## src/hw/rtl/dfas_pkg.sv

```systemverilog
// ----------------------------------------------------------------------------
// dfas_pkg
// Shared types, constants and leading-zero count of the binary64 add/subtract pipeline.
// ----------------------------------------------------------------------------
package dfas_pkg;

    localparam logic [63:0] QNAN_BITS = 64'h7ff8000000000000;
    localparam int          EXP_BIAS  = 1023;

    typedef struct packed {
        logic        special;
        logic [63:0] special_bits;
        logic        sign;
        logic [12:0] ex;
        logic [56:0] sig;
    } dfas_mid_t;

    function automatic logic [5:0] dfas_lzc(input logic [56:0] v);
        logic [5:0] n;
        logic       hit;
        n   = 6'd57;
        hit = 1'b0;
        for (int i = 56; i >= 0; i--)
        begin
            if (!hit && v[i])
            begin
                n   = 6'(56 - i);
                hit = 1'b1;
            end
        end
        return n;
    endfunction

endpackage

```

## src/hw/rtl/dfas_align.sv

```systemverilog
// ----------------------------------------------------------------------------
// dfas_align
// Stage 1-2: classify, unpack, order operands, align with sticky and add/subtract.
// ----------------------------------------------------------------------------
module dfas_align
    import dfas_pkg::*;
(
    input  logic        clk,
    input  logic        rst_n,
    input  logic        en,
    input  logic        in_valid,
    input  logic        req_type,
    input  logic [63:0] operand_a,
    input  logic [63:0] operand_b,
    output logic        out_valid,
    output dfas_mid_t   out_mid
);

    logic [63:0] a, b;
    logic        a_nan, b_nan, a_inf, b_inf, a_zero, b_zero;
    logic        spec;
    logic [63:0] spec_bits;
    logic [12:0] ea, eb;
    logic [55:0] ma, mb;
    logic        swap;

    logic        v1_reg;
    logic        spec1_reg, sa1_reg, sb1_reg;
    logic [63:0] sbits1_reg;
    logic [12:0] ex1_reg;
    logic [12:0] d1_reg;
    logic [55:0] mbig1_reg, msml1_reg;

    logic [55:0] shifted, lostmask;
    logic [55:0] mb_al;
    logic        v2_reg;
    dfas_mid_t   mid2_reg;
    dfas_mid_t   mid2_next;

    assign a = operand_a;
    assign b = {operand_b[63] ^ req_type, operand_b[62:0]};

    assign a_nan  = (a[62:52] == 11'h7ff) && (a[51:0] != '0);
    assign b_nan  = (b[62:52] == 11'h7ff) && (b[51:0] != '0);
    assign a_inf  = (a[62:52] == 11'h7ff) && (a[51:0] == '0);
    assign b_inf  = (b[62:52] == 11'h7ff) && (b[51:0] == '0);
    assign a_zero = (a[62:0] == '0);
    assign b_zero = (b[62:0] == '0);

    always_comb
    begin
        spec      = 1'b1;
        spec_bits = '0;
        if (a_nan || b_nan)
            spec_bits = QNAN_BITS;
        else if (a_inf)
            spec_bits = (b_inf && (a[63] ^ b[63])) ? QNAN_BITS : a;
        else if (b_inf)
            spec_bits = b;
        else if (a_zero)
            spec_bits = b_zero ? {a[63] & b[63], 63'd0} : b;
        else if (b_zero)
            spec_bits = a;
        else
            spec = 1'b0;
    end

    // subnormals kept unnormalised with exponent 1; renormalised after the add
    assign ea = (a[62:52] == '0) ? 13'sd1 : {2'b0, a[62:52]};
    assign eb = (b[62:52] == '0) ? 13'sd1 : {2'b0, b[62:52]};
    assign ma = {(a[62:52] != '0), a[51:0], 3'b0};
    assign mb = {(b[62:52] != '0), b[51:0], 3'b0};
    assign swap = (ea < eb);

    always_ff @(posedge clk or negedge rst_n)
    begin
        if (!rst_n)
            v1_reg <= 1'b0;
        else if (en)
            v1_reg <= in_valid;
    end

    always_ff @(posedge clk)
    begin
        if (en)
        begin
            spec1_reg  <= spec;
            sbits1_reg <= spec_bits;
            sa1_reg    <= swap ? b[63] : a[63];
            sb1_reg    <= swap ? a[63] : b[63];
            ex1_reg    <= swap ? eb : ea;
            d1_reg     <= swap ? (eb - ea) : (ea - eb);
            mbig1_reg  <= swap ? mb : ma;
            msml1_reg  <= swap ? ma : mb;
        end
    end

    always_comb
    begin
        if (d1_reg > 13'd60)
        begin
            shifted  = '0;
            lostmask = '1;
        end
        else
        begin
            shifted  = msml1_reg >> d1_reg[5:0];
            lostmask = ~({56{1'b1}} << d1_reg[5:0]);
        end
        mb_al = shifted | {55'd0, |(msml1_reg & lostmask)};
    end

    always_comb
    begin
        mid2_next              = '0;
        mid2_next.special      = spec1_reg;
        mid2_next.special_bits = sbits1_reg;
        mid2_next.ex           = ex1_reg;
        if (sa1_reg == sb1_reg)
        begin
            mid2_next.sign = sa1_reg;
            mid2_next.sig  = {1'b0, mbig1_reg} + {1'b0, mb_al};
        end
        else if (mbig1_reg >= mb_al)
        begin
            mid2_next.sign = (mbig1_reg == mb_al) ? 1'b0 : sa1_reg;
            mid2_next.sig  = {1'b0, mbig1_reg - mb_al};
        end
        else
        begin
            mid2_next.sign = sb1_reg;
            mid2_next.sig  = {1'b0, mb_al - mbig1_reg};
        end
    end

    always_ff @(posedge clk or negedge rst_n)
    begin
        if (!rst_n)
            v2_reg <= 1'b0;
        else if (en)
            v2_reg <= v1_reg;
    end

    always_ff @(posedge clk)
    begin
        if (en)
            mid2_reg <= mid2_next;
    end

    assign out_valid = v2_reg;
    assign out_mid   = mid2_reg;

endmodule

```

## src/hw/rtl/dfas_round.sv

```systemverilog
// ----------------------------------------------------------------------------
// dfas_round
// Stage 3-4: normalise, denormalise tiny results, round and pack.
// ----------------------------------------------------------------------------
module dfas_round
    import dfas_pkg::*;
(
    input  logic        clk,
    input  logic        rst_n,
    input  logic        en,
    input  logic        in_valid,
    input  dfas_mid_t   in_mid,
    output logic        out_valid,
    output logic [63:0] out_bits
);

    // value = sig * 2^(ex - bias - 55), sig is 57 bits (carry in bit 56)
    logic [5:0]  lz;
    logic signed [14:0] e_norm;
    logic [6:0]  lsh;
    logic [56:0] sig_n;

    logic        v3_reg, spec3_reg, sign3_reg, zero3_reg;
    logic [63:0] sbits3_reg;
    logic [56:0] sig3_reg;
    logic signed [14:0] e3_reg;

    logic [56:0] den, lost;
    logic [56:0] sig_d;
    logic signed [14:0] e_d;
    logic [2:0]  grs;
    logic [53:0] keep;
    logic [10:0] ef;
    logic [63:0] res;

    logic        v4_reg;
    logic [63:0] out4_reg;

    assign lz = dfas_lzc(in_mid.sig);

    always_comb
    begin
        // target: leading one in bit 55, e_norm is biased exponent
        e_norm = $signed({2'b0, in_mid.ex}) + 15'sd1 - $signed({9'd0, lz});
        lsh    = '0;
        if (lz == 6'd0)
            sig_n = in_mid.sig;
        else
        begin
            lsh   = {1'b0, lz} - 7'd1;
            sig_n = in_mid.sig << lsh[5:0];
        end
    end

    always_ff @(posedge clk or negedge rst_n)
    begin
        if (!rst_n)
            v3_reg <= 1'b0;
        else if (en)
            v3_reg <= in_valid;
    end

    always_ff @(posedge clk)
    begin
        if (en)
        begin
            spec3_reg  <= in_mid.special;
            sbits3_reg <= in_mid.special_bits;
            sign3_reg  <= in_mid.sign;
            zero3_reg  <= (in_mid.sig == '0);
            sig3_reg   <= sig_n;
            e3_reg     <= e_norm;
        end
    end

    always_comb
    begin
        // sig3_reg: bit 56 set means one too high; fold to bit 55 with sticky
        // (e3_reg already counts that extra bit)
        logic [55:0] s;
        logic signed [14:0] e;
        logic [6:0] sh;
        if (sig3_reg[56])
        begin
            s = sig3_reg[56:1] | {55'd0, sig3_reg[0]};
            e = e3_reg;
        end
        else
        begin
            s = sig3_reg[55:0];
            e = e3_reg;
        end
        den   = {1'b0, s};
        lost  = '0;
        e_d   = e;
        sh    = '0;
        if (e < 15'sd1)
        begin
            sh   = (e < -15'sd62) ? 7'd63 : 7'(15'sd1 - e);
            den  = {1'b0, s} >> sh[5:0];
            lost = ~({57{1'b1}} << sh[5:0]);
            e_d  = 15'sd0;
        end
        sig_d = den | {56'd0, |({1'b0, s} & lost)};
        grs   = sig_d[2:0];
        keep  = {1'b0, sig_d[55:3]};
        if (grs > 3'd4 || (grs == 3'd4 && keep[0]))
            keep = keep + 54'd1;
        ef = e_d[10:0];
        if (e_d == 15'sd0)
        begin
            res = {sign3_reg, 11'd0, 52'd0} | {10'd0, keep};
        end
        else
        begin
            if (keep[53])
            begin
                keep = keep >> 1;
                ef   = ef + 11'd1;
            end
            if (e_d > 15'sd2046 || (e_d == 15'sd2046 && ef == 11'h7ff))
                res = {sign3_reg, 11'h7ff, 52'd0};
            else
                res = {sign3_reg, ef, keep[51:0]};
        end
        if (zero3_reg)
            res = 64'd0;
        if (spec3_reg)
            res = sbits3_reg;
    end

    always_ff @(posedge clk or negedge rst_n)
    begin
        if (!rst_n)
            v4_reg <= 1'b0;
        else if (en)
            v4_reg <= v3_reg;
    end

    always_ff @(posedge clk)
    begin
        if (en)
            out4_reg <= res;
    end

    assign out_valid = v4_reg;
    assign out_bits  = out4_reg;

endmodule

```

## src/hw/rtl/double_float_add_sub.sv

```systemverilog
// ----------------------------------------------------------------------------
// double_float_add_sub
// Binary64 add/subtract, round to nearest even, four-stage pipeline.
// ----------------------------------------------------------------------------
// One request enters per cycle while the pipeline is not stalled; each result
// passes through four register stages (unpack and order, align and add,
// normalise, round/pack). A stall on the output freezes the whole pipeline,
// so in_stall follows out_stall whenever the final stage holds a result.
module double_float_add_sub
    import dfas_pkg::*;
(
    input  logic        clk,
    input  logic        rst_n,
    input  logic        in_valid,
    output logic        in_stall,
    input  logic        req_type,
    input  logic [63:0] operand_a,
    input  logic [63:0] operand_b,
    output logic        out_valid,
    input  logic        out_stall,
    output logic [63:0] sum_bits
);

    logic      en;
    logic      mid_valid;
    dfas_mid_t mid;

    assign en       = !(out_valid && out_stall);
    assign in_stall = !en;

    dfas_align u_align (
        .clk       (clk),
        .rst_n     (rst_n),
        .en        (en),
        .in_valid  (in_valid),
        .req_type  (req_type),
        .operand_a (operand_a),
        .operand_b (operand_b),
        .out_valid (mid_valid),
        .out_mid   (mid)
    );

    dfas_round u_round (
        .clk       (clk),
        .rst_n     (rst_n),
        .en        (en),
        .in_valid  (mid_valid),
        .in_mid    (mid),
        .out_valid (out_valid),
        .out_bits  (sum_bits)
    );

endmodule

```

## config.mk

```make
export PLATFORM = sky130hd
export DESIGN_NAME = double_float_add_sub
export DESIGN_NICKNAME = d
export VERILOG_FILES = /design/src/hw/rtl/dfas_pkg.sv /design/src/hw/rtl/dfas_align.sv /design/src/hw/rtl/dfas_round.sv /design/src/hw/rtl/double_float_add_sub.sv
export SDC_FILE = /design/constraint.sdc
export NUM_CORES = 2
export LEC_CHECK = 0
export ABC_AREA = 1
export BUFFER_PORTS_ARGS = -buffer_cell sky130_fd_sc_hd__buf_4
export CAP_MARGIN = 10
export CELL_PAD_IN_SITES_DETAIL_PLACEMENT = 1
export CELL_PAD_IN_SITES_GLOBAL_PLACEMENT = 2
export CORE_MARGIN = 4
export CORE_UTILIZATION = 33
export DETAILED_ROUTE_END_ITERATION = 6
export HOLD_SLACK_MARGIN = 0.06
export PLACE_DENSITY = 0.77
export RECOVER_POWER = 50
export SLEW_MARGIN = 20
export SYNTH_ARGS = -nofsm -noshare
export SYNTH_HDL_FRONTEND = slang
export SYNTH_HIERARCHICAL = 1
export SYNTH_SLANG_ARGS = --single-unit
```

## constraint.sdc

```tcl
create_clock -name clk -period 7.23 [get_ports clk]
set_clock_uncertainty 0.2 [all_clocks]
set_input_delay 0.723 -clock clk [delete_from_list [all_inputs] [get_ports clk]]
set_output_delay 0.723 -clock clk [all_outputs]
set_load 0.02 [all_outputs]
```

==> run metrics <==
critical path's top delay family compound AO/OA/AOI/OAI gates; synthesized flop and latch total 537; WP data required 7.44 ns; Filler cells 20,200; wirelength, routed 271,000 um; commonest cells in the synthesized netlist nand2_1 (2,144), nand3_1 (1,246), inv_1 (917); P_sw 18.4 mW; CTS tree yes; synthesized area per cell 6.60 um^2; Post-synth EDFFs 533; clk_lat worst skew 0.68 ns; Layout Area Growth over Synthesis 9.95%; worst hold slack 0.171 ns; setup_tns 0 ns; HP Class input pin to flop; Gate Count Post-Synth 7,917; Reg2Reg Setup Slack 0.18 ns; max reg flops 134; post-route ant nets 0; Synth cell types 83; Root Driver clkbuf_16; Placement Setup Slack -0.0916 ns; Initial Utilization 0.333; IO Count 199; post-synth top area share 0.306; CTS Sinks 537; GPL Wtd Cong 1.03; detailed placement HPWL 222,000 um; CTS buffer count 68; Final min period 7.05 ns; final setup margin 0.182 ns; Startpoint Class flop; DR iter-0 viols 5,857; Die Y 406 um; top-count cell post-synth nand2_1; Top FF cell, synth edfxtp_1; Worst R2R Start u_align/d1_reg[0]$_DFFE_PP_; Max FO, Critical Path 30; Power Dens Cells 543 nW/um^2; synth top area cells edfxtp_1 (31%), nand2_1 (15%), nand3_1 (12%); worst-margin pin slew 4.77 ns; RSZ-0062 raised after global routing false; largest net degree at the start of global routing 153; die width 406 um; initial antenna violation count 20; clk slew on worst S/H paths 0.06 ns; reg2reg path depth 27; Comb power frac 0.682; Clock Path Buffers 3; vias per inst 5.68; Placed Instances 9,892; CP Data Arrival Time 7.25 ns; fin. max-slew vios 347; number of global-route vias before repair 56,300; Internal Power 12.8 mW; DR vias 56,900; Worst VDD drop 0.304 mV; Post-Synthesis Cell Area 52,200 um^2; FMAX 142 MHz; Crit path depth 27; nets@finish 8,255; critical path endpoint u_align/out_mid[41]$_DFFE_PP_; slowest CP cell inv_2; crit path from u_align/d1_reg[0]$_DFFE_PP_; Synthesis Warnings 6; drt pass-1 iters 6; drt drc 0; CP most frequent cell nand2_1; GR Overflow Total 0; H-tree depth 3; relative slew slack -2.18; WL per Instance 27.0 um; final clock period utilization by the worst path 0.975; most area-hungry cell type in the Yosys netlist edfxtp_1; outcome finished, violations left; Setup Buffers After CTS 0; register area share after synthesis 0.308; CP Class flop to flop; Worst setup EP type flop; Cell Count, Final, Fillers Out 10,000; switching share of total power 0.590; Sequential Power Share 0.206; CP bufs+invs 4; Core ar. 157,000 um^2; overall routing resource usage 0.319; clock power share 0.112; IO buf count 198; die area 165,000 um^2; FF-to-FF End u_align/out_mid[41]$_DFFE_PP_; count of final hold-check violations 0; Max stage delay on crit path 0.49 ns; failing checks capacitance limit, slew limit; Rows 145; max cap viols 4; first-pass GRT wire length 389,000 um; share of cells above drive strength 1 0.0709; Leak 26.1 nW; Final Setup Violations 0; Async SR Flop Fraction 0.00745
[power groups by stage]
stage	clock (mW)	sequential, mW	combinational (mW)
4_1_cts	3.59	6.41	21.0
3_5_place_dp	0	6.47	20.9
5_1_grt	3.72	6.53	23.0
3_3_place_gp	0	6.41	20.7
2_1_floorplan	0	6.12	13.3
6_report	3.49	6.43	21.3
[worst min-delay path by stage]
| stage | startpoint | end | cells after the start |
|---|---|---|---|
| finish | operand_b[45] | u_align/msml1_reg[48]$_DFFE_PP_ | 3 |
| global route | operand_b[41] | u_align/msml1_reg[44]$_DFFE_PP_ | 3 |
| CTS | operand_a[38] | u_align/msml1_reg[41]$_DFFE_PP_ | 3 |
| detailed placement | u_align/out_mid[119]$_DFFE_PP_ | u_round/sbits3_reg[48]$_DFFE_PP_ | 0 |
| global placement | u_align/sbits1_reg[11]$_SDFFCE_PP0P_ | u_align/out_mid[82]$_DFFE_PP_ | 0 |
| floorplan | u_align/sbits1_reg[29]$_SDFFCE_PP0P_ | u_align/out_mid[100]$_DFFE_PP_ | 0 |
[metrics by stage]
stage	util	total power, mW	instance area (um^2)
floorplan	-	19.4	52200
global placement	0.353	27.1	55400
detailed placement	0.353	27.3	55400
CTS	0.368	31.0	57700
global route	0.366	33.2	57400
finish	0.366	31.2	57400
[cell families after synthesis]
group                    after synthesis  synth area share
AND/OR/NAND/NOR                     4317             0.360
flip-flops                           537             0.308
XOR/XNOR                             168            0.0290
multiplexers                           5          0.000982
adder cells (fa/ha/maj)              216            0.0525
buffers and inverters               1379             0.109
AO/OA/AOI/OAI                       1294             0.141
other                                  1         0.0000718
[routing by layer]
| layer | vias up | track usage | share of wire | wire length (um) |
|---|---|---|---|---|
| li1 | 26400 | - | - | - |
| met1 | 28000 | 0.423 | 0.43 | 116000 |
| met2 | 2004 | 0.514 | 0.45 | 123000 |
| met3 | 468 | 0.0403 | 0.058 | 15800 |
| met4 | 6 | 0.158 | 0.059 | 16000 |
| met5 | - | 0 | 0.00015 | 41 |
[final cells by class]
cell class	count	area, um^2	area share
diodes	6	15.0	0.000261
clock buffers	85	1840	0.0320
clock inverters	38	440	0.00767
inverters	975	3670	0.0639
multi-input cells	6002	30500	0.532
flip-flops and latches	537	16100	0.280
well taps	2058	2570	0.0448
repair buffers	322	2250	0.0392
[cell usage in the layout (no fill, tap or decap), types with 19 or more instances in the layout]
| cell | instances |
|---|---|
| a21o_1 | 19 |
| a21oi_1 | 455 |
| a31oi_1 | 27 |
| buf_4 | 242 |
| clkbuf_1 | 80 |
| clkbuf_16 | 70 |
| edfxtp_1 | 533 |
| ha_1 | 209 |
| inv_1 | 915 |
| inv_2 | 46 |
| nand2_1 | 2144 |
| nand2_2 | 21 |
| nand3_1 | 1245 |
| nand3_2 | 19 |
| nand4_1 | 78 |
| nor2_1 | 597 |
| nor3_1 | 58 |
| nor4_1 | 47 |
| o211ai_1 | 86 |
| o21a_1 | 27 |
| o21ai_0 | 424 |
| o21ai_1 | 89 |
| o22ai_1 | 35 |
| or2_2 | 36 |
| xnor2_1 | 19 |
| xor2_1 | 144 |
[worst register-to-register path, stage by stage, from the launching register on]
cell	delay (ns)
edfxtp_1	0.41
inv_2	0.49
buf_4	0.33
nand2_1	0.09
nand3_1	0.07
o21ai_0	0.15
o21ai_0	0.46
o221ai_1	0.23
nand2_1	0.10
o21ai_0	0.08
o22ai_1	0.43
ha_1	0.50
nand2_1	0.20
nor2_1	0.08
inv_1	0.15
o221ai_1	0.21
nand2_1	0.11
nand2_1	0.18
a21oi_1	0.46
inv_1	0.18
a21oi_1	0.43
o21ai_1	0.34
a21oi_1	0.49
xor2_1	0.13
nand2_1	0.08
nand2_1	0.08
nand2_1	0.07
nand2_1	0.06
[repair_timing]
| item | in CTS | in global routing |
|---|---|---|
| hold buffers | 2 | 0 |
| resized for setup | 1 | 2 |
| setup endpoints to repair | 1 | 2 |
| endpoints found under the hold margin | 5 | 0 |
(Power assumes the default switching activity.)
